File: src/hw/rtl/bik_pkg.sv
// Shared constants for the bicubic interpolation kernel.
package bik_pkg;

   // Taps per axis of the cubic convolution kernel.
   localparam int TAPS = 4;

   // Axis selectors for the weight generator.
   localparam int AXIS_X = 0;
   localparam int AXIS_Y = 1;
   localparam int AXES   = 2;

endpackage

File: src/hw/rtl/bik_weights.sv
// Weight generator: saturates both fractions and builds four cubic weights per axis.
module bik_weights import bik_pkg::*; #(
   parameter int SAMPLE_BITS = 8,
   parameter int FRAC_BITS   = 8
) (
   input  logic                                    clock,
   input  logic                                    reset,
   input  logic                                    in_valid,
   output logic                                    in_ready,
   input  logic [TAPS*TAPS*SAMPLE_BITS-1:0]        rows_in,
   input  logic [FRAC_BITS:0]                      frac_x,
   input  logic [FRAC_BITS:0]                      frac_y,
   output logic                                    out_valid,
   input  logic                                    out_ready,
   output logic [TAPS*TAPS*SAMPLE_BITS-1:0]        rows_out,
   output logic signed [3*FRAC_BITS+2:0]           wx_out [TAPS],
   output logic signed [3*FRAC_BITS+2:0]           wy_out [TAPS]
);

   localparam int FW  = FRAC_BITS + 1;
   localparam int F2W = 2 * FRAC_BITS + 1;
   localparam int F3W = 3 * FRAC_BITS + 1;
   localparam int WB  = 3 * FRAC_BITS + 3;
   localparam int IB  = 3 * FRAC_BITS + 6;
   localparam int RB  = TAPS * TAPS * SAMPLE_BITS;
   localparam logic [FW-1:0] FONE = FW'(1) << FRAC_BITS;

   logic [2:0] v_ff;
   logic [2:0] en;

   logic [FW-1:0]  raw       [AXES];
   logic [FW-1:0]  fsat_in   [AXES];
   logic [F2W-1:0] f2_in     [AXES];
   logic [F3W-1:0] f3_in     [AXES];

   logic [FW-1:0]  f1_ff     [AXES];
   logic [F2W-1:0] f2_1_ff   [AXES];
   logic [FW-1:0]  f2s_ff    [AXES];
   logic [F2W-1:0] f2_2_ff   [AXES];
   logic [F3W-1:0] f3_2_ff   [AXES];

   logic [IB-1:0]  ta        [AXES];
   logic [IB-1:0]  tb        [AXES];
   logic [IB-1:0]  tc        [AXES];
   logic [IB-1:0]  td        [AXES];
   logic [IB-1:0]  wfull_in  [AXES][TAPS];
   logic signed [WB-1:0] w_ff [AXES][TAPS];

   logic [RB-1:0]  rows_ff   [3];

   always_comb begin
      en[2] = !v_ff[2] || out_ready;
      en[1] = !v_ff[1] || en[2];
      en[0] = !v_ff[0] || en[1];
   end

   assign in_ready  = en[0];
   assign out_valid = v_ff[2];

   always_ff @(posedge clock) begin
      if (reset) begin
         v_ff <= '0;
      end else begin
         if (en[0]) v_ff[0] <= in_valid;
         if (en[1]) v_ff[1] <= v_ff[0];
         if (en[2]) v_ff[2] <= v_ff[1];
      end
   end

   // stage 1: saturate, square
   always_comb begin
      raw[AXIS_X] = frac_x;
      raw[AXIS_Y] = frac_y;
      for (int a = 0; a < AXES; a++) begin
         fsat_in[a] = (raw[a] > FONE) ? FONE : raw[a];
         f2_in[a]   = fsat_in[a] * fsat_in[a];
      end
   end

   // stage 2: cube
   always_comb begin
      for (int a = 0; a < AXES; a++) begin
         f3_in[a] = f2_1_ff[a] * f1_ff[a];
      end
   end

   // stage 3: weights scaled by 2*S^3, modular arithmetic then trimmed
   always_comb begin
      for (int a = 0; a < AXES; a++) begin
         ta[a] = IB'(f3_2_ff[a]);
         tb[a] = IB'(f2_2_ff[a]) << FRAC_BITS;
         tc[a] = IB'(f2s_ff[a]) << (2 * FRAC_BITS);
         td[a] = IB'(1) << (3 * FRAC_BITS);
         wfull_in[a][0] = (tb[a] << 1) - ta[a] - tc[a];
         wfull_in[a][1] = (ta[a] << 1) + ta[a] - ((tb[a] << 2) + tb[a]) + (td[a] << 1);
         wfull_in[a][2] = (tb[a] << 2) + tc[a] - ((ta[a] << 1) + ta[a]);
         wfull_in[a][3] = ta[a] - tb[a];
      end
   end

   always_ff @(posedge clock) begin
      if (en[0]) begin
         rows_ff[0] <= rows_in;
         for (int a = 0; a < AXES; a++) begin
            f1_ff[a]   <= fsat_in[a];
            f2_1_ff[a] <= f2_in[a];
         end
      end
      if (en[1]) begin
         rows_ff[1] <= rows_ff[0];
         for (int a = 0; a < AXES; a++) begin
            f2s_ff[a]  <= f1_ff[a];
            f2_2_ff[a] <= f2_1_ff[a];
            f3_2_ff[a] <= f3_in[a];
         end
      end
      if (en[2]) begin
         rows_ff[2] <= rows_ff[1];
         for (int a = 0; a < AXES; a++) begin
            for (int k = 0; k < TAPS; k++) begin
               w_ff[a][k] <= $signed(wfull_in[a][k][WB-1:0]);
            end
         end
      end
   end

   assign rows_out = rows_ff[2];

   always_comb begin
      for (int k = 0; k < TAPS; k++) begin
         wx_out[k] = w_ff[AXIS_X][k];
         wy_out[k] = w_ff[AXIS_Y][k];
      end
   end

endmodule

File: config.mk
export PLATFORM = sky130hd
export DESIGN_NAME = bik_weights
export DESIGN_NICKNAME = d
export VERILOG_FILES = /design/src/hw/rtl/bik_pkg.sv /design/src/hw/rtl/bik_weights.sv
export SDC_FILE = /design/constraint.sdc
export NUM_CORES = 2
export LEC_CHECK = 0
export BUFFER_PORTS_ARGS = -buffer_cell sky130_fd_sc_hd__buf_4
export CELL_PAD_IN_SITES_DETAIL_PLACEMENT = 1
export CELL_PAD_IN_SITES_GLOBAL_PLACEMENT = 2
export CORE_UTILIZATION = 44
export DETAILED_ROUTE_END_ITERATION = 7
export GPL_TIMING_DRIVEN = 0
export PLACE_DENSITY = 0.95
export SYNTH_ARGS = -nofsm -noshare
export SYNTH_HDL_FRONTEND = slang
export SYNTH_SLANG_ARGS = --single-unit
File: constraint.sdc
create_clock -name clock -period 26.3 [get_ports clock]
set_input_delay 7.89 -clock clock [delete_from_list [all_inputs] [get_ports clock]]
set_output_delay 7.89 -clock clock [all_outputs]
set_load 0.02 [all_outputs]
* Word level (Yosys, flattened, before mapping)
Memories as Yosys holds them, arrays and structs flattened. Cells that the tools add are included.
Word-level totals: register bits 3, memory bits (writable) 754, input port bits 150, output and inout bits 346, logic and storage cells 48, memories kept 7
Memory list:
- rows_ff | words 3, bits a word 128, read ports 3, clocked after memory_dff 0, wr ports 3, RTL line bik_weights.sv:49 | logic [RB-1:0] rows_ff [3];
- w_ff | words 2, bits a word 108, read ports 2, clocked after memory_dff 0, wr ports 2, RTL line bik_weights.sv:47 | logic signed [WB-1:0] w_ff [AXES][TAPS];
- f3_2_ff | words 2, bits a word 25, read ports 2, clocked after memory_dff 0, wr ports 2, RTL line bik_weights.sv:40 | logic [F3W-1:0] f3_2_ff [AXES];
- f2_1_ff | words 2, bits a word 17, read ports 2, clocked after memory_dff 0, wr ports 2, RTL line bik_weights.sv:37 | logic [F2W-1:0] f2_1_ff [AXES];
- f2_2_ff | words 2, bits a word 17, read ports 2, clocked after memory_dff 0, wr ports 2, RTL line bik_weights.sv:39 | logic [F2W-1:0] f2_2_ff [AXES];
- f1_ff | words 2, bits a word 9, read ports 2, clocked after memory_dff 0, wr ports 2, RTL line bik_weights.sv:36 | logic [FW-1:0] f1_ff [AXES];
- 1 more memories
Operators by class: add/sub/neg operators 18, $mul 4, $lt $le $gt $ge 2, mux-type cells 8, reductions and logical operators 6
Operator list (count):
- $add A27 B25 Y27 | 4
- $sub A27 B27 Y27 | 4
- $add A26 B25 Y27 | 2
- $add A27 B26 Y27 const B | 2
- $sub A26 B25 Y27 | 2
- $sub A27 B26 Y27 | 2
- $sub A25 B25 Y26 | 2
- $mul A17 B9 Y25 | 2
- $mul A9 B9 Y17 | 2
- $gt A9 B9 Y1 const B | 2
- $mux W9 | 2
- $mux W1 | 6
- $logic_not A1 Y1 | 3
- $logic_or A1 B1 Y1 | 3

* Longest topological paths before layout
depth in word-level cells 6, depth in mapped cells 23, gate-level depth less buffers 23

* Least setup slack after synthesis
No wires, ideal clock.
kind in2out, from in out_ready, to out in_ready, data arrival time 11.939 ns, data required time 18.410 ns, slack 6.471 ns, stages on the path 3, path buffers 0, path through nor2b_1 > and2_1 > nand2_1
Between the ends: cells in the longest elaborated chain, start to end 3
Ends and longest elaborated chain:
- start: declaration | RTL line bik_weights.sv:14 | input logic out_ready,
- $logic_or A1 B1 Y1 | RTL line bik_weights.sv:52 | en[2] = !v_ff[2] || out_ready;
- $logic_or A1 B1 Y1 | RTL line bik_weights.sv:53 | en[1] = !v_ff[1] || en[2];
- $logic_or A1 B1 Y1 | RTL line bik_weights.sv:54 | en[0] = !v_ff[0] || en[1];
- end: declaration | RTL line bik_weights.sv:9 | output logic in_ready,
Every way passes these cells.

* Worst setup path in the final report
Ends and elaborated chain as after synthesis.

==> results_tabular.tex <==
\begin{tabular}{lr}
\hline
Metric & Value \\
\hline
\multicolumn{2}{l}{\textbf{Status}} \\
Result of the run & complete, no violations \\
\multicolumn{2}{l}{\textbf{Cells and area}} \\
Highest-count cells in the layout ignoring fill and taps & sky130\_fd\_sc\_hd\_\_edfxtp\_1, sky130\_fd\_sc\_hd\_\_inv\_1, sky130\_fd\_sc\_hd\_\_buf\_4 \\
Post-route insts no fill & 6368 \\
Leading cell type in the layout, fill and taps excluded & sky130\_fd\_sc\_hd\_\_edfxtp\_1 \\
P\&R area growth vs syn & 17.31\% \\
Design area & slightly below 0.06 mm2 \\
Fraction of layout cells with a size suffix above 1 & between 10\% and 20\% \\
Nets & 5748 \\
\multicolumn{2}{l}{\textbf{Clock tree}} \\
Max H-tree Level & 3 \\
Setup repair bufs after CTS & 0 \\
Clock slew at the register clock pins of the worst setup and hold paths & about 60 ps \\
TritonCTS Sinks & 737 \\
Number of buffers inserted for hold repair after clock tree synthesis & 0 \\
Resized Gates After CTS & 0 \\
Buffer type at the clock tree root & sky130\_fd\_sc\_hd\_\_clkbuf\_16 \\
Total clock buffers created by CTS & 83 \\
CTS tree & built \\
Buffer depth of the longest clock path & 3 \\
Insertion delay to the later sink of the worst-skew pair & between 600 and 700 ps \\
\multicolumn{2}{l}{\textbf{Global route}} \\
Grt met2 use & 40.55\% \\
Met1 usage in global routing & 28.79\% \\
All-layer global routing usage & 23.25\% \\
Global-route wire length before repair & 203200 um \\
Vias in the first global route & 35580 \\
Residual overflow from global routing & 0 \\
Maximum number of pins on one net before global-route repair & between 100 and 150 \\
Met3 track demand over resource in global routing & 4.078\% \\
Number of antenna violations at the first check in global routing & 4 \\
Most used routing layer & met2 \\
\multicolumn{2}{l}{\textbf{Logic synthesis}} \\
Count of distinct cell types in the synthesized netlist & 96 \\
Synth Cell Area & 0.04952 mm2 \\
Yosys synthesis warning count & 0 \\
Number of enable-type register cells in the synthesized netlist & 734 \\
Mean area per synthesized cell & 11.78 um2 \\
Cells after synthesis & 4205 \\
Proportion of synthesized chip area in sequential cells & between 40 and 50\% \\
Synth Register Bits & 737 \\
Share of synthesized flip-flops with an asynchronous set or reset & 0\% \\
Top flip-flop cell by instance count after synthesis & sky130\_fd\_sc\_hd\_\_edfxtp\_1 \\
\multicolumn{2}{l}{\textbf{Critical path}} \\
Sort of element at the start of the critical path & input port \\
Crit Path Max Fanout & 69 \\
Worst endpoint data arrival time & about 10000 ps \\
Type of the worst setup path & input port to output port \\
Critical Path End Type & output port \\
Required time of the worst setup path & 18410 ps \\
\multicolumn{2}{l}{\textbf{Route}} \\
Via Count & between 30000 and 40000 \\
DRC & 0 \\
Number of vias per cell & 5.185 \\
Total wirelength of the detailed-routed design & around 130000 um \\
Mean routed wirelength per cell & 21.17 um \\
Final antenna-violating net count & 0 \\
Number of iterations in the first detailed-routing pass & 6 \\
Drt initial violations & 1484 \\
\multicolumn{2}{l}{\textbf{STA}} \\
Number of failing hold endpoints at the final stage & 0 \\
Unrepaired setup endpoints after global routing & false \\
Layout Skew & 25.54 ps \\
Fmax & 55.66 MHz \\
Max-Slew Margin vs Limit & 38.26\% \\
Crit share post-route & 68.31\% \\
Final worst path period need & 17970 ps \\
Number of max-slew violations in the final report & 0 \\
Transition time of the tightest slew-check pin & $\sim$910 ps \\
Finish-stage setup viols & 0 \\
Summed negative setup slack over all endpoints & 0 ps \\
\multicolumn{2}{l}{\textbf{Floorplan}} \\
Top-Level Pins & between 400 and 500 \\
Area of the core & 0.1111 mm2 \\
Row count & 122 \\
Horizontal extent of the die & about 340 um \\
Vertical die dimension & 337.5 um \\
Initial Utilization & 44.56\% \\
Die Outline Area & 0.1139 mm2 \\
\multicolumn{2}{l}{\textbf{Placement}} \\
Standard cell area after detailed placement & 0.05538 mm2 \\
Gpl congestion & 0.8806 \\
HPWL after detailed placement & between 100000 and 150000 um \\
IO Port Bufs & 493 \\
Placed cell count & 6222 \\
\multicolumn{2}{l}{\textbf{Min path}} \\
Worst hold path class & flip-flop to flip-flop \\
\multicolumn{2}{l}{\textbf{Run}} \\
\# Max-Cap Violations & 0 \\
\hline
\end{tabular}
==> final timing paths <==
kind                                startpoint               to  slack [ps]  cells past startpoint
worst min register to register  rows_ff[0][53]  rows_ff[0][181]         410                      0
worst min-delay path            rows_ff[0][53]  rows_ff[0][181]         410                      0
worst max-delay path                 out_ready         in_ready        8330                      6
worst max register to register  f2_2_ff[0][17]      w_ff[1][78]       19890                     21
==> cell usage after synthesis, types with 34 or more instances <==
cell type                  number  area, um2
sky130_fd_sc_hd__a21o_1       117      878.3
sky130_fd_sc_hd__a21oi_1      183      915.9
sky130_fd_sc_hd__and2_1       200       1251
sky130_fd_sc_hd__buf_4        138       1036
sky130_fd_sc_hd__clkbuf_1      62      232.7
sky130_fd_sc_hd__edfxtp_1     734      22040
sky130_fd_sc_hd__fa_1         335       6706
sky130_fd_sc_hd__ha_1         444       5555
sky130_fd_sc_hd__inv_1        656       2462
sky130_fd_sc_hd__nand2_1      273       1025
sky130_fd_sc_hd__nand3_1       47      235.2
sky130_fd_sc_hd__nor2_1       151      566.8
sky130_fd_sc_hd__nor2b_1       44      275.3
sky130_fd_sc_hd__nor3_1        39      195.2
sky130_fd_sc_hd__o21ai_0      107      535.5
sky130_fd_sc_hd__o21bai_1      34      255.2
sky130_fd_sc_hd__xnor2_1      197       1725
sky130_fd_sc_hd__xor2_1        73      639.4
==> sequential cells by signal (all words and copies together) (netlist names) <==
register,flops
w_ff,206
f3_2_ff,48
f2_1_ff,30
f2s_ff,16
rows_ff,384
f1_ff,18
f2_2_ff,32
v_ff,3
==> cell families (layout without fill, tap and decap cells) <==
group | count (synthesis) | count (layout) | synth area share [%]
mux | 6 | 6 | 0.1263
fa+ha+maj | 779 | 779 | 24.76
flops | 737 | 737 | 44.63
buf+inv | 864 | 1508 | 7.633
other cells | 2 | 33 | 0.01517
compound gates | 668 | 668 | 9.038
simple gates | 875 | 875 | 8.846
xor+xnor | 274 | 274 | 4.945
==> through the flow <==
stage	hold slack (ps)	utilization (%)	setup WS, ps
6_report	414.8	52.27	8333
5_1_grt	422.3	52.27	8207
4_1_cts	416.3	52.27	8291
3_5_place_dp	405.2	49.84	8287
3_3_place_gp	400.0	49.67	3538
2_1_floorplan	400.3	-	6471
==> critical path: stages <==
cell and delay [ps]:
sky130_fd_sc_hd__buf_4 110, sky130_fd_sc_hd__nor2b_1 390, sky130_fd_sc_hd__and2_1 420, sky130_fd_sc_hd__nand2_4 490, sky130_fd_sc_hd__buf_16 420, sky130_fd_sc_hd__buf_4 230
==> layer usage <==
layer	wire, um	vias up
met3	7513	199
met4	4453	2
met2	66280	790
li1	-	15380
met1	56520	16650
met5	17	-
==> layout make-up <==
type / count / area [um2]
Antenna cell: 1 / 2.502
Buffer: 206 / 1310
Clock buffer: 94 / 2160
Clock inverter: 51 / 548.0
Fill cell: 11820 / 53040
Inverter: 658 / 2485
Multi-Input combinational cell: 2634 / 23760
Sequential cell: 737 / 22100
Tap cell: 1488 / 1862
Timing Repair Buffer: 499 / 3866
Power is not shown: default switching activity piles up to over one toggle a cycle in this logic, so the estimate is an artifact.
